**src/rtl/core/gksb_pkg.sv**
```systemverilog
package gksb_pkg;

  localparam int KEY_DOMAIN_DEF = 1024;
  localparam int NUM_SLOTS_DEF  = 256;
  localparam int GEN_WIDTH_DEF  = 32;
  localparam int KEY_DIMS_DEF   = 3;

  localparam int NUM_DIMS = 3;
  localparam int MIN_W    = 32;
  localparam int CARD_W   = 11;
  localparam int SIU_W    = 9;
  localparam int ACT_W    = 3;
  localparam int STAT_W   = 4;

  typedef enum logic [ACT_W-1:0] {
    ACT_BIND     = 3'd0,
    ACT_VALIDATE = 3'd1,
    ACT_SEAL     = 3'd2,
    ACT_EVICT    = 3'd3,
    ACT_CLOSE    = 3'd4,
    ACT_ABORT    = 3'd5,
    ACT_QUERY    = 3'd6,
    ACT_NOP      = 3'd7
  } action_t;

  typedef enum logic [STAT_W-1:0] {
    ST_OK       = 4'd0,
    ST_RANGE    = 4'd1,
    ST_LATE     = 4'd2,
    ST_CLOSED   = 4'd3,
    ST_DISTINCT = 4'd4,
    ST_LIVE     = 4'd5,
    ST_ABORTED  = 4'd6,
    ST_STALE    = 4'd7,
    ST_NOT_DONE = 4'd8,
    ST_GEN_EXH  = 4'd9,
    ST_INTERNAL = 4'd10
  } status_t;

  localparam logic [1:0] KS_NEVER  = 2'd0;
  localparam logic [1:0] KS_ACTIVE = 2'd1;
  localparam logic [1:0] KS_DONE   = 2'd2;

  typedef enum logic [2:0] {
    REG_MIN0  = 3'd0,
    REG_CARD0 = 3'd1,
    REG_MIN1  = 3'd2,
    REG_CARD1 = 3'd3,
    REG_MIN2  = 3'd4,
    REG_CARD2 = 3'd5,
    REG_SIU   = 3'd6,
    REG_NONE  = 3'd7
  } reg_addr_t;

  typedef struct packed {
    logic [MIN_W-1:0]  min;
    logic [CARD_W-1:0] card;
  } dim_cfg_t;

endpackage

```
**src/rtl/core/gksb_queue.sv**
```systemverilog
module gksb_queue
  import gksb_pkg::*;
#(
  parameter int W = 64
) (
  input  logic         clk,
  input  logic         rst,
  input  logic         push,
  input  logic [W-1:0] push_data,
  input  logic         pop,
  output logic [W-1:0] pop_data,
  output logic         q_empty,
  output logic         q_full
);

  logic [W-1:0] ent [2];
  logic         wr_ptr;
  logic         rd_ptr;
  logic [1:0]   count;

  assign pop_data = ent[rd_ptr];
  assign q_empty  = (count == 2'd0);
  assign q_full   = (count == 2'd2);

  always_ff @(posedge clk) begin
    if (rst) begin
      wr_ptr <= 1'b0;
      rd_ptr <= 1'b0;
      count  <= 2'd0;
    end else begin
      if (push) wr_ptr <= !wr_ptr;
      if (pop)  rd_ptr <= !rd_ptr;
      count <= count + {1'b0, push} - {1'b0, pop};
    end
  end

  always_ff @(posedge clk) begin
    if (push) ent[wr_ptr] <= push_data;
  end

endmodule

```
**config.mk**
```make
export PLATFORM = sky130hd
export DESIGN_NAME = gksb_queue
export DESIGN_NICKNAME = d
export VERILOG_FILES = /design/src/rtl/core/gksb_pkg.sv /design/src/rtl/core/gksb_queue.sv
export SDC_FILE = /design/constraint.sdc
export NUM_CORES = 1
export LEC_CHECK = 0
export BUFFER_PORTS_ARGS = -buffer_cell sky130_fd_sc_hd__buf_2
export CAP_MARGIN = 20
export CORE_MARGIN = 2
export CORE_UTILIZATION = 54
export CTS_BUF_LIST = sky130_fd_sc_hd__clkbuf_2
export CTS_CLUSTER_DIAMETER = 100
export DETAILED_ROUTE_END_ITERATION = 10
export GPL_TIMING_DRIVEN = 0
export PLACE_DENSITY = 0.92
export SLEW_MARGIN = 10
export SYNTH_ARGS = -nofsm -noshare
export SYNTH_HDL_FRONTEND = slang
export SYNTH_SLANG_ARGS = --single-unit
```
**constraint.sdc**
```tcl
create_clock -name clk -period 4.7 [get_ports clk]
set_input_delay 0.94 -clock clk [delete_from_list [all_inputs] [get_ports clk]]
set_output_delay 0.94 -clock clk [all_outputs]
set_load 0.02 [all_outputs]
```
Word level (Yosys, flattened, before mapping). Memories as Yosys holds them, arrays and structs flattened. A register that Yosys moved wholly into a read port is not among the register bits. Index checks and enable logic that the tools add are counted.

Bits of input ports: 68. Flip-flop bits (word level): 4. Bits in writable memories: 128. Word-level logic and storage cells: 14. Memories kept: 1.

Reduce and logical (&&, ||, !) cells: 3. Add/subtract/negate cells: 2. Equality and inequality tests: 1. Muxes and demuxes: 4.

Memory list: ent (words 2, width 64, rd ports 1, clocked after memory_dff 1, write ports 1, line gksb_queue.sv:16) `logic [W-1:0] ent [2];`.

Operators with widths (number): $mux W1 (4); $add A2 B1 Y2 (1); $eq A2 B2 Y1 const B (1); $logic_not A1 Y1 (2); $logic_not A2 Y1 (1); $sub A2 B1 Y2 (1).

Logic depth before layout (Yosys ltp). Gate-level depths: netlist of the first run.

Depth after elaboration: 3. Depth in mapped cells: 6.

Least setup slack after synthesis of the first run. OpenSTA, ideal clock, no wires.

Kind: input -> register. Start point: input port push. End point: memory ent[0][0], enable pin. Library setup time: 0.494 ns. Data arrival time: 3.754 ns. Slack: 0.452 ns. Path buffers: 0. Data required time: 4.206 ns. Stages on the path: 1. Path through: nor2b_1.

Cells in the longest elaborated chain, start to end: 2.

RTL lines: start: declaration (line gksb_queue.sv:8) `input logic push,`; $mux W1 (line gksb_queue.sv:38) `if (push) ent[wr_ptr] <= push_data;`; $mux W1 (not written as such) (line gksb_queue.sv:38); end: declaration (line gksb_queue.sv:16).

No other way between the ends.

==> metrics.cfg, run 1 <==
[outcome]
status=completed

[clock_tree]
cts_setup_buffers=0
h-tree-depth=4
cts_tree=yes
clockBufferDepth=2
cts-buffers-inserted=17
cts_sinks=133
clk_latency_ps=620
post_cts_resized=0
clockRootBuffer=clkbuf_2
cts_hold_buf=0
clk_pin_slew_worst_paths_ps=190

[sta]
rsz0062_at_grt=false
finalSetupViolCount=0
fin_skew_ps=13.4
finalCritPeriodShare_pct=59.1
layout_min_cycle_time_ps=2780
max_freq_mhz=360
drv_slew=0
max_slew.worst_pin.slew_ps=457
relSlewSlack_pct=69.5
final_hold_viol_count=0
layout_setup_ws_ps=1920

[power]
ir_drop_uv=275
leakagePower_nw=2.54
power.density_nw_per_um2=406
total_power_mw=2.56

[finish]
fill_cells=612
final_util_pct=68.3
area_growth_pct=22.8
fin_cells=516
antenna_cells=0
drive_above_1_share_pct=61.5
layout.nets=445
fin_area_sq_um=6310

[critical_path]
worstPathRequired_ps=3760
start_kind=flip-flop
cp_max_fo=10
worstSetupPathType=reg2out
r2r-start=wr_ptr
reg2regPathDepth=2
cp_cell_sequence=buf_6 -> buf_12 -> mux2_4 -> buf_2
slowest_stage=dfxtp_1
worst-r2r-setup-slack_ps=3200
critical-path-max-stage-delay_ps=360
worstPathArrival_ps=1840
setup.worst_path.end_class=output port

[placement]
dp.cells=485
globalplace.congestion=0.676
dp_slack_ps=2550
portBuffers=133
hpwlAfterDp_microns=5820
place_area_sq_um=6030

[die]
coreArea_sq_um=9240
dieArea_sq_um=10300
start_util_pct=55.6
die_h_microns=102
pin_count=134
fp-row-count=35
die_x_microns=102

[route]
dr.pass1.iters=4
via_count=2513
via_per_inst=4.87
drc_errors=0
wl_per_cell_microns=16.2
routed_wl_microns=8340
drt-initial-drc-count=54
ant_nets=0

[logic_synthesis]
netlist_instances=220
syn_nets=290
avgSynthCellArea_sq_um=23.4
ys_seq_area_share_pct=76.8
yosys_warnings=0
ys_ff_latch=133
ys_types=13
syn_area_sq_um=5140

[global_route]
grt_pass1_wl_microns=13000
grt-ovfl-total=0
track_usage_pct=17.3
antenna_found_initial=0
first_global_vias=2690
grt_max_degree=35

[hold_path]
hold_start=push_data[44]
min_path_type=in2reg
whs_path_depth=1

[run]
cap_viol_max_count=0

## layer usage
layer  part of all wire (%)  GRT usage, %  up-vias  wire length (microns)
li1                       -             -     1177                      -
met1                     37          18.6     1225                   3120
met2                     55          30.9       99                   4620
met3                    6.0          6.97       12                    500
met4                    1.2          5.82        0                    102
met5                      0             0        -                      0
## stage by stage
stage | setup TNS, ps | hold WS (ps)
2_1_floorplan | 0 | 480
3_3_place_gp | -71480 | 494
3_5_place_dp | 0 | 513
4_1_cts | 0 | 412
5_1_grt | 0 | 376
6_report | 0 | 481
## power by group
group          internal, mW  total, mW  leakage, nW  switching, mW
Combinational         0.200      0.414         1.14          0.214
Sequential             1.38       1.40         1.24         0.0222
Clock                 0.348      0.742        0.156          0.394
Total                  1.93       2.56         2.54          0.630
## Yosys cell counts
cell type  number  area share (%)
dfxtp_1         5             1.9
ha_1            2            0.49
edfxtp_1      128              75
xnor2_1         2            0.34
buf_6           1            0.22
mux2_2          4            0.88
inv_1           2            0.15
nor2b_1         3            0.37
mux2_4         60              18
buf_12          6             2.3
and2_1          1            0.12
xnor3_1         1            0.44
nor2_1          5            0.37
## worst max-delay path, delay by kind of cell, from the launching register on
family,cells,cell delay (ps)
flops,1,360
buf+inv,3,540
mux,1,310
## path summary, 6_finish.rpt
path                  end
min            ent[0][44]
min reg2reg     flip-flop
max          pop_data[54]
max reg2reg    ent[1][14]
## kinds of logic after synthesis
logic type / synth area share, %
AND/OR/NAND/NOR: 0.853
flip-flops: 76.8
multiplexers: 18.4
XOR/XNOR: 0.779
adder cells (fa/ha/maj): 0.487
buffers and inverters: 2.70
## registers in the layout, summed over array words and instances (netlist names), named ones only
| register | cells |
|---|---|
| rd_ptr | 1 |
| ent | 128 |
| count | 2 |
| wr_ptr | 1 |
## cell usage in the layout, fill, tap and decap left out, drive strengths merged
master      n
dfxtp       5
clkbuf     18
mux2       64
xnor3       1
buf       143
clkinv      6
bufinv      4
nor2b       3
nor2        5
edfxtp    128
inv         3
clkinvlp    2
ha          2
xnor2       2
and2        1
## layout make-up
| type | instances | area (sq um) | area share [%] |
|---|---|---|---|
| clock inverter | 13 | 183 | 2.90 |
| buffer | 7 | 131 | 2.08 |
| clock buffer | 18 | 90.1 | 1.43 |
| timing repair buffer | 136 | 726 | 11.5 |
| sequential | 133 | 3940 | 62.5 |
| tap | 129 | 161 | 2.56 |
| inverter | 2 | 7.51 | 0.119 |
| multi-input combinational | 78 | 1060 | 16.9 |
(Power assumes the default switching activity.)
==> run 2, diff against run 1 <==
- CORE_UTILIZATION: 54 -> 49
- PLACE_DENSITY: 0.92 -> 0.89
- clock period: 4.7 -> 2.25 ns (I/O delays scaled with it)
==> run 2 against run 1 <==
The run now ends with setup timing left; combinational power grew to 2.6 times the previous value; non-clock buffer count is 65 higher; first-iteration DRC count up 94%; setup slack got worse by 1900 ps; highest routed layer unchanged.
==> metrics.cfg, run 2 (synthesis gave the netlist of run 1 again) <==
[outcome]
status=finished with violations
violations=setup timing

[placement]
dp.cells=492
hpwlAfterDp_microns=5880
place_area_sq_um=6040
globalplace.congestion=0.652
portBuffers=133

[sta]
finalSetupViolCount=19
layout_setup_ws_ps=-11.2
max_freq_mhz=442
final_hold_viol_count=0
max_slew.worst_pin.slew_ps=417
layout_min_cycle_time_ps=2260
rsz0062_at_grt=true
relSlewSlack_pct=72.1
fin_skew_ps=20.6
drv_slew=0
finalCritPeriodShare_pct=100

[global_route]
met3_usage_pct=5.82
grt_use_met1_pct=17.6
grt_pass1_wl_microns=14200
gr-usage-met2_pct=31.8
first_global_vias=2983
grt_most_used_layer=met2
antenna_found_initial=0
grt_max_degree=40
track_usage_pct=17.0
grt-ovfl-total=0

[power]
swShare_pct=24.7
power.density_nw_per_um2=770
p_sw_mw=1.38
ir_drop_uv=543
clockPowerShare_pct=28.0
leakagePower_nw=2.90
intPower_mw=4.20
combPwrFrac_pct=19.4
p_seq_share_pct=52.5

[route]
ant_nets=0
via_count=2775
drt-initial-drc-count=105
routed_wl_microns=9430
dr.pass1.iters=4
wl_per_cell_microns=16.0
via_per_inst=4.71
drc_errors=0

[finish]
drive_above_1_share_pct=52.8
fin_area_sq_um=7250
layout_common_cells=edfxtp_1 (128), buf_2 (90), dlygate4sd3_1 (65)
final_common_cell=edfxtp_1
fin_cells=589
largest_reg_flops=128
reg_top3=ent: 128 flops, count: 2 flops
antenna_cells=0
fill_cells=643
layout.nets=510
area_growth_pct=41.1
regMostFlops=ent

[critical_path]
slowest_stage=dfxtp_2
critPathTopFamily=buffers and inverters
worstPathRequired_ps=1800
setup.worst_path.end_class=output port
worst-r2r-setup-slack_ps=770
worstPathArrival_ps=1810
cp_cell_sequence=buf_12 -> buf_12 -> mux2_4 -> buf_2
cp_max_fo=10
crit_top_cell=buf_12
worstSetupPathType=reg2out
start_kind=flip-flop
path_buf_inv=3
critical-path-max-stage-delay_ps=380

[clock_tree]
h-tree-depth=4
cts_sinks=133
cts_tree=yes
clockRootBuffer=clkbuf_2
clk_latency_ps=640
clockBufferDepth=2
cts-buffers-inserted=17
clk_pin_slew_worst_paths_ps=190

[run]
cap_viol_max_count=0

[hold_path]
min_path_type=in2reg

[die]
start_util_pct=50.2
dieArea_sq_um=11300
die_h_microns=106
pin_count=134
fp-row-count=37
die_x_microns=106
coreArea_sq_um=10200

## run 2: final cells by class
type                       instances  area, sq um  area share (%)
clock inverter                    14          184            2.54
tap                              136          170            2.35
buffer                             7          140            1.93
timing repair buffer             201         1650            22.7
inverter                           2         7.51           0.104
multi-input combinational         78         1060            14.7
sequential                       133         3950            54.4
clock buffer                      18         90.1            1.24
## run 2: power by group through the flow
stage               Combinational [mW]  Sequential (mW)  Clock (mW)
finish                            1.09             2.93        1.56
global placement                 0.836             2.98           0
CTS                               1.02             2.93        1.60
floorplan                        0.600             2.98           0
global route                      1.15             2.95        1.71
detailed placement               0.878             2.99           0
## run 2: what timing repair did
item	4_1_cts	5_1_grt
hold endpoints to repair	133	0
hold buffers	65	0
gates resized for setup	35	54
buffers inserted	0	0
endpoints found under the setup margin	64	64
## run 2: final timing paths
path | to | cells past startpoint | startpoint
worst min register to register | rd_ptr | 2 | rd_ptr
worst max register to register | ent[1][13] | 2 | wr_ptr
worst max-delay path | pop_data[38] | 4 | flip-flop
worst min-delay path | wr_ptr | 3 | push
## run 2: routing by layer
metal / vias to the layer above / wire (microns)
met5: - / 0
met4: 0 / 113
met3: 14 / 460
met2: 95 / 5370
met1: 1356 / 3490
li1: 1310 / -
## run 2: per-stage QoR
| stage | power, mW | TNS (ps) | setup slack (ps) | hold WS, ps | util, % |
|---|---|---|---|---|---|
| 6_report | 5.58 | -101 | -11.2 | 95.5 | 70.8 |
| 3_5_place_dp | 3.87 | 0 | 596 | 519 | 59.1 |
| 2_1_floorplan | 3.58 | 0 | 397 | 480 | - |
| 5_1_grt | 5.81 | -8070 | -147 | 29.2 | 70.8 |
| 4_1_cts | 5.55 | -4260 | -81.7 | 47.7 | 69.2 |
| 3_3_place_gp | 3.82 | -12710 | -202 | 495 | 58.5 |
## run 2: worst reg2reg max path, stage by stage, from the launching register on
cell	delay [ps]
dfxtp_1	450
and2_4	420
buf_12	300
