===== config.mk =====
export PLATFORM = sky130hd
export DESIGN_NAME = gksb_front
export DESIGN_NICKNAME = d
export VERILOG_FILES = /design/src/rtl/core/gksb_pkg.sv /design/src/rtl/core/gksb_front.sv
export SDC_FILE = /design/constraint.sdc
export NUM_CORES = 1
export LEC_CHECK = 0
export BUFFER_PORTS_ARGS = -buffer_cell sky130_fd_sc_hd__buf_2
export CORE_MARGIN = 2
export CORE_UTILIZATION = 27
export CTS_CLUSTER_SIZE = 8
export DETAILED_ROUTE_END_ITERATION = 6
export MAX_ROUTING_LAYER = met4
export PLACE_DENSITY = 0.51
export REMOVE_ABC_BUFFERS = 1
export SETUP_SLACK_MARGIN = 0.5
export SLEW_MARGIN = 0
export SYNTH_ARGS = -nofsm -noshare
export SYNTH_HDL_FRONTEND = slang
export SYNTH_SLANG_ARGS = --single-unit

===== constraint.sdc =====
create_clock -name clk -period 17.5 [get_ports clk]
set_input_delay 0.875 -clock clk [delete_from_list [all_inputs] [get_ports clk]]
set_output_delay 0.875 -clock clk [all_outputs]
set_load 0.03 [all_outputs]

===== src/rtl/core/gksb_pkg.sv =====
package gksb_pkg;

  localparam int KEY_DOMAIN_DEF = 1024;
  localparam int NUM_SLOTS_DEF  = 256;
  localparam int GEN_WIDTH_DEF  = 32;
  localparam int KEY_DIMS_DEF   = 3;

  localparam int NUM_DIMS = 3;
  localparam int MIN_W    = 32;
  localparam int CARD_W   = 11;
  localparam int SIU_W    = 9;
  localparam int ACT_W    = 3;
  localparam int STAT_W   = 4;

  typedef enum logic [ACT_W-1:0] {
    ACT_BIND     = 3'd0,
    ACT_VALIDATE = 3'd1,
    ACT_SEAL     = 3'd2,
    ACT_EVICT    = 3'd3,
    ACT_CLOSE    = 3'd4,
    ACT_ABORT    = 3'd5,
    ACT_QUERY    = 3'd6,
    ACT_NOP      = 3'd7
  } action_t;

  typedef enum logic [STAT_W-1:0] {
    ST_OK       = 4'd0,
    ST_RANGE    = 4'd1,
    ST_LATE     = 4'd2,
    ST_CLOSED   = 4'd3,
    ST_DISTINCT = 4'd4,
    ST_LIVE     = 4'd5,
    ST_ABORTED  = 4'd6,
    ST_STALE    = 4'd7,
    ST_NOT_DONE = 4'd8,
    ST_GEN_EXH  = 4'd9,
    ST_INTERNAL = 4'd10
  } status_t;

  localparam logic [1:0] KS_NEVER  = 2'd0;
  localparam logic [1:0] KS_ACTIVE = 2'd1;
  localparam logic [1:0] KS_DONE   = 2'd2;

  typedef enum logic [2:0] {
    REG_MIN0  = 3'd0,
    REG_CARD0 = 3'd1,
    REG_MIN1  = 3'd2,
    REG_CARD1 = 3'd3,
    REG_MIN2  = 3'd4,
    REG_CARD2 = 3'd5,
    REG_SIU   = 3'd6,
    REG_NONE  = 3'd7
  } reg_addr_t;

  typedef struct packed {
    logic [MIN_W-1:0]  min;
    logic [CARD_W-1:0] card;
  } dim_cfg_t;

endpackage


===== src/rtl/core/gksb_front.sv =====
module gksb_front
  import gksb_pkg::*;
#(
  parameter int KEY_DOMAIN = KEY_DOMAIN_DEF,
  parameter int KEY_DIMS   = KEY_DIMS_DEF,
  parameter int GEN_WIDTH  = GEN_WIDTH_DEF,
  parameter int SLOT_W     = 8,
  parameter int IDX_W      = 10,
  parameter int ENTRY_W    = ACT_W + SLOT_W + GEN_WIDTH + IDX_W + STAT_W
) (
  input  logic                 clk,
  input  logic                 rst,
  input  logic                 accept,
  input  logic [ACT_W-1:0]     action,
  input  logic [MIN_W-1:0]     key_first,
  input  logic [MIN_W-1:0]     key_second,
  input  logic [MIN_W-1:0]     key_third,
  input  logic [SLOT_W-1:0]    token_slot,
  input  logic [GEN_WIDTH-1:0] token_generation,
  input  dim_cfg_t             dims [NUM_DIMS],
  input  logic                 q_full,
  output logic                 front_busy,
  output logic                 push,
  output logic [ENTRY_W-1:0]   push_data
);

  localparam int PART_W = 2 * CARD_W + 1;
  localparam int FULL_W = 3 * CARD_W + 2;

  typedef enum logic [3:0] {
    F_IDLE = 4'b0001,
    F_CHK  = 4'b0010,
    F_MUL1 = 4'b0100,
    F_MUL2 = 4'b1000
  } fstate_t;

  fstate_t               fstate;
  logic [ACT_W-1:0]      act_r;
  logic [SLOT_W-1:0]     ts_r;
  logic [GEN_WIDTH-1:0]  tg_r;
  logic [MIN_W-1:0]      key_r [NUM_DIMS];
  logic [CARD_W-1:0]     off_r [NUM_DIMS];
  logic                  in_range_r;
  logic [PART_W-1:0]     part_r;

  logic [MIN_W:0]        diff_c [NUM_DIMS];
  logic [CARD_W-1:0]     off_c  [NUM_DIMS];
  logic [CARD_W-1:0]     card_e [NUM_DIMS];
  logic                  ok_c;
  logic [FULL_W-1:0]     full_c;
  logic [STAT_W-1:0]     istat_c;

  // Offsets per dimension; dimensions past KEY_DIMS act as radix one.
  always_comb begin
    ok_c = 1'b1;
    for (int d = 0; d < NUM_DIMS; d++) begin
      diff_c[d] = {1'b0, key_r[d]} - {1'b0, dims[d].min};
      if (d < KEY_DIMS) begin
        off_c[d]  = diff_c[d][CARD_W-1:0];
        card_e[d] = dims[d].card;
        if (diff_c[d][MIN_W] ||
            diff_c[d][MIN_W-1:0] >= {{(MIN_W-CARD_W){1'b0}}, dims[d].card}) begin
          ok_c = 1'b0;
        end
      end else begin
        off_c[d]  = '0;
        card_e[d] = CARD_W'(1);
      end
    end
  end

  always_comb begin
    full_c = FULL_W'(part_r) * FULL_W'(card_e[2]) + FULL_W'(off_r[2]);
    if (!in_range_r) begin
      istat_c = ST_RANGE;
    end else if (full_c >= FULL_W'(KEY_DOMAIN)) begin
      istat_c = ST_INTERNAL;
    end else begin
      istat_c = ST_OK;
    end
  end

  assign front_busy = (fstate != F_IDLE);
  assign push       = (fstate == F_MUL2) && !q_full;
  assign push_data  = {act_r, ts_r, tg_r, full_c[IDX_W-1:0], istat_c};

  always_ff @(posedge clk) begin
    if (rst) begin
      fstate <= F_IDLE;
    end else begin
      unique case (fstate)
        F_IDLE: if (accept) fstate <= F_CHK;
        F_CHK:  fstate <= F_MUL1;
        F_MUL1: fstate <= F_MUL2;
        F_MUL2: if (!q_full) fstate <= F_IDLE;
        default: fstate <= F_IDLE;
      endcase
    end
  end

  always_ff @(posedge clk) begin
    if (fstate == F_IDLE && accept) begin
      act_r    <= action;
      ts_r     <= token_slot;
      tg_r     <= token_generation;
      key_r[0] <= key_first;
      key_r[1] <= key_second;
      key_r[2] <= key_third;
    end
    if (fstate == F_CHK) begin
      off_r      <= off_c;
      in_range_r <= ok_c;
    end
    if (fstate == F_MUL1) begin
      part_r <= PART_W'(off_r[0]) * PART_W'(card_e[1]) + PART_W'(off_r[1]);
    end
  end

endmodule


# ---- Yosys cells after proc, flatten, opt, wreduce, memory -nomap -nowiden
# Memory sizes are Yosys's and may differ from the RTL's.
# Cells that the tools add are included.
dict set report word_totals {
  ff_bits 104
  mem_bits_rw 96
  n_memories 1
  output_inout_bits 59
}
dict set report op_classes {
  n_reduce_logical 8
  mux 8
  n_eq_ne 7
  magnitude_cmp 4
  multipliers 2
  n_addsub 5
}
# name words width read_ports rd_ports_with_merged_regs write_ports line_no
set memory_table {}
lappend memory_table {key_r 3 32 3 0 3 gksb_front.sv:41} ;# logic [MIN_W-1:0] key_r [NUM_DIMS];
# operator n
set ops {}
lappend ops {{$sub A32 B32 Y33} 3}
lappend ops {{$ge A32 B11 Y1} 3}
lappend ops {{$add A34 B11 Y35} 1}
lappend ops {{$ge A35 B11 Y1 const B} 1}
lappend ops {{$mul A23 B11 Y34} 1}
lappend ops {{$add A22 B11 Y23} 1}
lappend ops {{$mul A11 B11 Y22} 1}
lappend ops {{$mux W4} 4}
lappend ops {{$pmux W4 S4} 1}
lappend ops {{$eq A4 B1 Y1 const B} 1}
lappend ops {{$eq A4 B2 Y1 const B} 1}
lappend ops {{$eq A4 B3 Y1 const B} 1}
lappend ops {{$eq A4 B4 Y1 const B} 1}
lappend ops {{$ne A2 B2 Y1 const B} 2}
lappend ops {{$ne A4 B1 Y1 const B} 1}
lappend ops {{$logic_or A1 B1 Y1} 3}
lappend ops {{$mux W1} 3}
lappend ops {{$logic_and A1 B1 Y1} 2}
lappend ops {{$reduce_and A2 Y1} 1}
lappend ops {{$reduce_or A2 Y1} 1}
lappend ops {{$logic_not A1 Y1} 1}

# ---- Longest topological paths before layout
# Gate-level depths: netlist of the first run.
dict set report logic_depth {
  depth_word 5
  mapped_depth 26
  mapped_depth_nobuf 23
}

# ---- Least setup slack after synthesis of the first run
# OpenSTA, ideal clock, no wires.
dict set report synth_timing {
  path_type {input-to-output}
  from {in dims[10] (netlist name)}
  to {out push_data[3]}
  stages 25
  setup_slack_ps 9567
  required_time_ps 16625
  arrival_ps 7058
  path_cell_list {clkbuf_1 -> nand2_1 -> fa_1 -> inv_1 -> fa_1 -> inv_1 -> fa_1 -> inv_1 -> fa_1 -> inv_1 -> fa_1 -> inv_1 -> ha_1 -> nor2b_1 -> a2111o_1 -> nor4_1 -> nand3_1 -> a2111oi_0 -> nand4_1 -> nor4_1 -> nand4_1 -> nor4_1 -> o311ai_1 -> o41a_1 -> buf_4}
}
dict set report synth_via {
  elab_chain_len 5
}
# element line_no
set synth_lines {}
lappend synth_lines {{from (decl)} gksb_front.sv:20} ;# input dim_cfg_t dims [NUM_DIMS],
lappend synth_lines {{$mul A23 B11 Y34} gksb_front.sv:73} ;# full_c = FULL_W'(part_r) * FULL_W'(card_e[2]) + FULL_W'(off_r[2]);
lappend synth_lines {{$add A34 B11 Y35} gksb_front.sv:73}
lappend synth_lines {{$ge A35 B11 Y1} gksb_front.sv:76} ;# end else if (full_c >= FULL_W'(KEY_DOMAIN)) begin
lappend synth_lines {{$mux W4} gksb_front.sv:76}
lappend synth_lines {{$mux W4} gksb_front.sv:74} ;# if (!in_range_r) begin
lappend synth_lines {{to (decl)} gksb_front.sv:24} ;# output logic [ENTRY_W-1:0] push_data
# No other way between the ends.

# ---- Worst setup path in the final report of the first run
# Ends and elaborated chain as after synthesis.

==> flow_summary.yaml, run 1 <==
outcome:
  status: "finished, final reports clean"
critical_path:
  worstRegToRegCells: 18
  slowest_stage: "fa_1"
  cp-end-kind: "output port"
  arrival_ns: 7.45
  critPathKind: "input port to output port"
  regToRegSetupSlack_ns: 10.81
  cp-start-kind: "input port"
  worstPathMaxFanout: 24
  r2r-start: "key_r[0][65]"
  cp_slowest_stage_delay_ns: 0.55
  worstReg2RegEnd: "in_range_r"
  required_ns: 16.62
place:
  routabilityCongestion: 0.919
  place_inst: 4269
  post-dp-hpwl_mm: 64.4
  io_buffers: 329
timing:
  fmax_mhz: 120
  grt_setup_unrepaired: "false"
  period_share_pct: 47.6
  hold_violations: 0
  worst_slew_margin_rel_pct: 25.7
  setup-violations-final: 0
  clock_skew_ns: 0.0140
  layout_min_cycle_time_ns: 8.33
  finalMaxSlewViolations: 0
  setup_tns_ns: 0
  tightest_slew_ns: 1.09
cts:
  clock_latency_ns: 0.51
  cts-root-buf: "clkbuf_16"
  cts_tree: "done"
  cts_htree_levels: 4
  clkSinkCount: 200
  numCtsBuffers: 17
  ctsResizeCount: 0
  postCtsSetupRepairBufs: 0
  ctsHoldBuffers: 0
  clockBufferDepth: 2
  clk_pin_slew_ns: 0.09
grt:
  grt_pass1_vias: 20500
  antenna_found_initial: 22
  grt_use_total_pct: 16.0
  grt_start_max_net_pins: 82
  grt_overflow: 0
  grt_pass1_wl_mm: 118
routing:
  drc: 0
  num_vias: 20000
  wl_per_cell_um: 17.5
  firstDrtPassIters: 5
  viasPerCell: 4.64
  antenna_left: 0
  initialDrtViolationCount: 1133
  wl_mm: 75.3
synthesis:
  synth_area_sq_um: 25700
  synth.largest_area_cell: "fa_1"
  avgSynthCellArea_sq_um: 9.29
  synth_edf_count: 196
  synth_ff_type: "edfxtp_1"
  ys_seq_area_share_pct: 23.2
  synth_top_area_share_pct: 22.9
  ys_ff_latch: 200
  async_flop_share_pct: 0
  syn_inst: 2772
  yosys-top-cells-area: "fa_1 23%, edfxtp_1 23%, ha_1 14%, inv_1 7.6%, nand2_1 4.8%"
  yosysUniqueCellTypes: 92
  yosysWarnings: 0
finish:
  synthToLayoutAreaGrowth_pct: 13.5
  fin_cells: 4312
  fin_nets: 3869
  drive_gt1_share_pct: 12.9
  utilization_pct: 30.8
  layout_commonest_cell: "inv_1"
  final_cell_mix: "524 x inv_1, 330 x nand2_1, 329 x buf_2"
die:
  io_pins: 331
  initial_core_util_pct: 27.2
  die_y_um: 313
  core_area_sq_um: 94700
  row_count: 113
  die_w_um: 313
  die_area_sq_um: 97800
min_path:
  hold_class: "input port to flop"
  hold_start: "key_second[8]"
  hold-path-endpoint: "key_r[0][40]"
  hold_depth: 1
pwr:
  power_leakage_nw: 13.8
  p_per_area_nw_per_um2: 94.7
  ir_drop_uv: 128
job:
  cap_violations: 0
[area by class of cell]
type | count | area (sq um)
diodes | 11 | 27.5
clock buffers | 19 | 443
flip-flops and latches | 200 | 5970
inverters | 525 | 1970
multi-input cells | 1945 | 17400
repair buffers | 334 | 1680
clock inverters | 13 | 119
well taps | 1265 | 1580
fillers | 10100 | 65500
[state kept, by name, summed over array words and instances, names as in the netlist]
name        cells
act_r           3
in_range_r      1
off_r          33
part_r         23
tg_r           32
fstate          4
key_r          96
ts_r            8
[per-stage QoR]
step	setup slack [ns]	area (sq um)	hold slack (ns)	total power [mW]
finish	9.17	29200	0.536	2.77
global route	8.74	29200	0.504	3.03
CTS	9.15	29200	0.490	2.80
detailed placement	9.12	28600	0.537	2.38
global placement	9.18	28600	0.532	2.39
floorplan	10.00	25300	0.467	1.92
[synthesized netlist by cell type (11+ instances only)]
cell / count
inv_1: 524
nand2_1: 330
fa_1: 295
ha_1: 279
edfxtp_1: 196
and2_1: 152
a21oi_1: 128
nor2_1: 101
clkbuf_1: 92
o21ai_0: 65
xnor2_1: 54
a21o_1: 47
o21a_1: 34
xor2_1: 33
nor3_1: 32
nand3_1: 28
nand2b_1: 26
nor4_1: 25
nand4_1: 23
a31oi_1: 20
nor2b_1: 18
o211ai_1: 18
o21bai_1: 16
a211oi_1: 15
and3_1: 12
or3_1: 12
o31ai_1: 11
[critical path: cells and delay by family]
family	cells	cell delay [ns]
compound gates	4	1.36
simple gates	8	1.30
buf+inv	7	0.82
fa+ha+maj	6	3.09
[metal layers]
| metal | track usage, % | vias to the layer above | wire (um) |
|---|---|---|---|
| met5 | - | - | 0 |
| met1 | 20.8 | 9678 | 34800 |
| met2 | 26.6 | 572 | 35800 |
| met4 | 3.49 | 0 | 1120 |
| li1 | - | 9690 | - |
| met3 | 2.30 | 69 | 3570 |
[cells by family after synthesis]
group / Yosys count / synth area share, %
AOI/OAI and AO/OA: 480 / 12.7
xor gates and xnor gates: 87 / 2.96
adders and majority gates: 574 / 36.5
buffers and inverters: 627 / 9.20
DFF: 200 / 23.2
muxes: 11 / 0.433
other: 1 / 0.0146
and+or+nand+nor: 792 / 15.0
[power by group]
group / internal (mW) / switching [mW]
registers: 0.587 / 0.0121
clock network: 0.190 / 0.211
logic: 0.714 / 1.05
total: 1.49 / 1.28
[worst max-delay path by stage]
stage	start	to
floorplan	dims[10]	push_data[1]
global placement	dims[10]	push_data[1]
detailed placement	dims[10]	push_data[3]
CTS	dims[10]	push_data[3]
global route	dims[9]	push_data[1]
finish	dims[10]	push_data[3]
Power figures use the tool's default switching activity.
==> run 2, diff against run 1 <==
==> constraint.sdc (replaced) <==
create_clock -name clk -period 8.2 [get_ports clk]
set_input_delay 0.41 -clock clk [delete_from_list [all_inputs] [get_ports clk]]
set_output_delay 0.41 -clock clk [all_outputs]
set_load 0.03 [all_outputs]
==> run 2 against run 1 <==
  * The flow now finishes with violations (design-rule violations)
  * Critical path depth down 1
  * Wire length is 0.79% higher
  * Worst setup slack got worse by 8.4 ns
  * Cell count is 1.0% higher
  * Clock skew barely moved
  * Cell area grew 1.3%
  * First-iteration DRC count shrank 4.2%
  * Clock power up 130%
  * Largest power group unchanged
  * Register-to-register slack worse by 8.8 ns
  * Sequential power rose by 110%
  * Combinational power increased by 110%
  * Global-route usage about the same
==> flow_summary.yaml, run 2 (synthesized netlist as in run 1, its figures left out) <==
grt:
  grt_pass1_vias: 20700
  grt_start_max_net_pins: 78
  antenna_found_initial: 26
  grt_overflow: 0
  grt_use_total_pct: 16.0
  grt_pass1_wl_mm: 118
outcome:
  violations: "design-rule violations"
  status: "finished, violations left"
cts:
  numCtsBuffers: 17
  clockBufferDepth: 2
  cts_htree_levels: 4
  ctsHoldBuffers: 0
  clk_pin_slew_ns: 0.09
  clock_latency_ns: 0.51
  clkSinkCount: 200
  cts_tree: "done"
  cts-root-buf: "clkbuf_16"
die:
  core_area_sq_um: 94700
  die_w_um: 313
  row_count: 113
  io_pins: 331
  die_y_um: 313
  die_area_sq_um: 97800
  initial_core_util_pct: 27.2
finish:
  largest_reg_flops: 96
  final_cell_mix: "524 x inv_1, 330 x nand2_1, 329 x buf_2"
  top_regs: "key_r: 96 flops, off_r: 33 flops, tg_r: 32 flops"
  synthToLayoutAreaGrowth_pct: 15.0
  top_register: "key_r"
  nFillCells: 10100
  layout_commonest_cell: "inv_1"
  drive_gt1_share_pct: 14.1
  fin_nets: 3905
min_path:
  hold_class: "input port to flop"
pwr:
  p_per_area_nw_per_um2: 203
  power_leakage_nw: 14.0
  ir_drop_uv: 252
job:
  cap_violations: 0
critical_path:
  worstReg2RegEnd: "part_r[22]"
  r2r-start: "off_r[30]"
  arrival_ns: 7.04
  worstRegToRegCells: 20
  cp-start-kind: "flop"
  cp-end-kind: "output port"
  regToRegSetupSlack_ns: 1.97
  crit_end: "push_data[3]"
  worstPathMaxFanout: 8
  critPathKind: "flop to output port"
  startpoint: "part_r[13]"
  required_ns: 7.79
timing:
  setup-violations-final: 0
  finalMaxSlewViolations: 0
  setup_tns_ns: 0
  clock_skew_ns: 0.0138
  period_share_pct: 90.8
  final.setup.worst_slack_ns: 0.752
  worst_slew_margin_rel_pct: 31.2
  tightest_slew_ns: 1.02
  fmax_mhz: 134
  hold_violations: 0
  grt_setup_unrepaired: "false"
  layout_min_cycle_time_ns: 7.45
routing:
  wl_per_cell_um: 17.4
  wl_mm: 75.9
  viasPerCell: 4.64
  drc: 6
  firstDrtPassIters: 7
  antenna_left: 0
  initialDrtViolationCount: 1085
  num_vias: 20200
place:
  io_buffers: 329
  routabilityCongestion: 0.933
  dp_worst_setup_slack_ns: 0.789
  post-dp-hpwl_mm: 65.0
## run 2: cell count changes in the layout (fill, tap and decap cells not counted), sizes merged
| cell | delta |
|---|---|
| inv | +3 |
| clkbuf | -2 |
| clkinvlp | -3 |
| bufinv | +2 |
| diode | +7 |
| buf | +36 |
## run 2: cell type report
class	instances	area, sq um	area share, %
Inverter	525	1970	6.66
Antenna cell	18	45.0	0.152
Multi-Input combinational cell	1945	17500	59.0
Clock buffer	17	425	1.44
Clock inverter	15	204	0.689
Sequential cell	200	5970	20.2
Timing Repair Buffer	370	1950	6.60
Tap cell	1265	1580	5.35
## run 2: through the flow
stage          util (%)  std cells  instance area, sq um  hold WS [ns]  total power [mW]
6_report           31.2       4355                 29600        0.0719              6.01
3_5_place_dp       30.2       4270                 28600         0.532              5.08
5_1_grt            31.2       4354                 29600        0.0440              6.57
3_3_place_gp       30.2       4270                 28600         0.532              5.10
2_1_floorplan         -       2670                 25300         0.467              4.10
4_1_cts            31.0       4317                 29400        0.0338              6.05
## run 2: worst min-delay path by stage
stage / from / to / cells past startpoint
after floorplan: fstate[1] / fstate[3] / 1
after global placement: fstate[1] / fstate[3] / 1
after detailed placement: fstate[1] / fstate[3] / 1
after CTS: token_slot[2] / ts_r[2] / 1
after global routing: key_second[3] / key_r[0][35] / 1
final: key_second[25] / key_r[0][57] / 1
## run 2: per-layer routing
layer / GRT usage [%] / up-vias / part of all wire (%)
li1: - / 9777 / -
met1: 20.6 / 9776 / 46
met2: 26.6 / 581 / 48
met3: 2.45 / 71 / 4.7
met4: 3.51 / 0 / 1.6
met5: - / - / 0
## run 2: critical path: stages (launching register included)
cell	delay, ns
edfxtp_1	0.47
nand2_1	0.12
fa_1	0.54
inv_1	0.06
fa_1	0.53
inv_1	0.06
fa_1	0.53
inv_1	0.06
fa_1	0.52
inv_1	0.05
fa_1	0.53
inv_1	0.05
ha_2	0.38
nor2b_1	0.06
a2111o_1	0.38
nor4_1	0.25
nand3_1	0.14
a2111oi_2	0.36
nand4_1	0.15
nor4_2	0.16
nand4_1	0.12
nor4_1	0.26
o311ai_1	0.15
o41a_1	0.43
buf_2	0.20
## run 2: power breakdown
part	switching, mW	leakage (nW)	internal [mW]
combinational	2.27	11.9	1.53
clock	0.462	0.307	0.468
sequential	0.0246	1.87	1.25
## run 2: timing repair
action	CTS	global route
gates resized for setup	0	7
endpoints found under the setup margin	2	2
setup buffers	15	20
==> run 3, diff against run 2 <==
--- a/config.mk
+++ b/config.mk
@@ -6,6 +6,7 @@
 export NUM_CORES = 1
 export LEC_CHECK = 0
 export BUFFER_PORTS_ARGS = -buffer_cell sky130_fd_sc_hd__buf_2
+export CORE_ASPECT_RATIO = 0.7
 export CORE_MARGIN = 2
 export CORE_UTILIZATION = 27
 export CTS_CLUSTER_SIZE = 8
==> run 3 against run 2 <==
  * Core utilization is 0.28 points higher
  * Sequential cell count unchanged
  * Critical endpoint is now push_data[1]
  * The run now ends clean
  * Die area hardly changed
==> flow_summary.yaml, run 3 (synthesized netlist as in run 1, its figures left out) <==
finish:
  drive_gt1_share_pct: 14.5
  final_cell_mix: "524 x inv_1, 329 x nand2_1, 329 x buf_2"
  layout_commonest_cell: "inv_1"
  synthToLayoutAreaGrowth_pct: 15.3
  utilization_pct: 31.5
  largest_reg_flops: 96
  top_register: "key_r"
  top_regs: "key_r: 96 flops, off_r: 33 flops, tg_r: 32 flops"
  fin_nets: 3915
die:
  die_y_um: 262
  die_w_um: 373
  die_area_sq_um: 97900
  row_count: 94
  initial_core_util_pct: 27.3
  io_pins: 331
  core_area_sq_um: 94200
timing:
  setup_tns_ns: 0
  clock_skew_ns: 0.0228
  setup-violations-final: 0
  finalMaxSlewViolations: 0
  layout_min_cycle_time_ns: 7.34
  tightest_slew_ns: 0.955
  fmax_mhz: 136
  hold_violations: 0
  grt_setup_unrepaired: "false"
  period_share_pct: 89.5
  worst_slew_margin_rel_pct: 36.4
min_path:
  hold_start: "key_first[22]"
  hold_class: "input port to flop"
  hold-path-endpoint: "key_r[0][22]"
  hold_depth: 1
pwr:
  p_total_mw: 6.09
  power_leakage_nw: 14.1
  ir_drop_uv: 159
  p_per_area_nw_per_um2: 205
critical_path:
  cp-start-kind: "flop"
  worstReg2RegEnd: "in_range_r"
  cp-end-kind: "output port"
  worstPathCellList: "buf_4, and2_1, fa_1, fa_1, fa_1, fa_1, inv_1, fa_1, inv_1, ha_1, a21o_1, a21o_1, a21oi_1, and3_1, a22o_1, o221ai_1, nand2_1, o22ai_1, nor4_2, o311ai_1, o41a_1, buf_2"
  arrival_ns: 6.93
  critPathKind: "flop to output port"
  regToRegSetupSlack_ns: 1.65
  path_delay_family: "adder cells"
  path_buf_inv: 4
  cp_slowest_stage_delay_ns: 0.57
  slowest_stage: "fa_1"
  r2r-start: "key_r[0][0]"
  required_ns: 7.79
  worstPathMaxFanout: 9
  worstRegToRegCells: 22
  critPathMostFrequentCell: "fa_1"
routing:
  drc: 0
  maxUsedRoutingLayer: "met4"
  initialDrtViolationCount: 1555
  wl_mm: 80.1
  antenna_left: 0
  wl_met2_mm: 33.9
  viasPerCell: 4.67
  firstDrtPassIters: 6
  dr_wl_met3_mm: 5.37
  wl_met1_mm: 40.2
  wl_per_cell_um: 18.5
  num_vias: 20300
place:
  post-dp-hpwl_mm: 67.3
  routabilityCongestion: 0.946
  io_buffers: 329
grt:
  antenna_found_initial: 15
  grt_pass1_vias: 20700
  grt_start_max_net_pins: 75
  grt_overflow: 0
  grt_pass1_wl_mm: 124
  grt_use_total_pct: 16.9
cts:
  clkSinkCount: 200
  cts_tree: "done"
  clk_pin_slew_ns: 0.09
  numCtsBuffers: 17
  clock_latency_ns: 0.51
  cts-root-buf: "clkbuf_16"
  cts_htree_levels: 4
  clockBufferDepth: 2
outcome:
  status: "finished, final reports clean"
job:
  cap_violations: 0
[run 3: power by group]
part,switching (mW),internal (mW),leakage [nW]
registers,0.0253,1.25,1.87
clock network,0.483,0.447,0.305
logic,2.30,1.58,11.9
total,2.81,3.27,14.1
[run 3: stage by stage]
step	area (sq um)	worst slack (ns)	hold WS [ns]	std cells
2_1_floorplan	25300	1.52	0.467	2670
3_3_place_gp	28700	0.568	0.527	4264
3_5_place_dp	28700	0.610	0.526	4264
4_1_cts	29500	0.525	0.0347	4310
5_1_grt	29700	0.515	0.0418	4338
6_report	29700	0.863	0.0613	4341
[run 3: worst max-delay path by stage]
stage                    start           end  cells past startpoint
floorplan           part_r[12]  push_data[1]                     22
global placement       dims[4]  push_data[3]                     25
detailed placement     dims[4]  push_data[1]                     25
CTS                  part_r[3]  push_data[1]                     19
global route         part_r[9]  push_data[3]                     22
finish               part_r[9]  push_data[1]                     22
[run 3: cell type report]
cell class                      instances  area, sq um
Clock buffer                           17          425
Multi-Input combinational cell       1945        17500
Fill cell                            9938        64500
Antenna cell                           11         27.5
Clock inverter                         15          216
Sequential cell                       200         5970
Inverter                              525         1970
Timing Repair Buffer                  380         2050
Tap cell                             1248         1560
[run 3: layer usage]
metal	vias to the layer above	GRT usage [%]
met2	650	24.7
met5	-	-
met1	9786	24.7
met3	47	3.16
met4	0	2.72
li1	9787	-
[run 3: timing repair]
item / in CTS / in global routing
pin swaps: 0 / 6
buffers inserted: 14 / 20
endpoints found under the setup margin: 2 / 2
hold endpoints to repair: 0 / 0
gates resized for setup: 3 / 8
hold buffers: 0 / 0
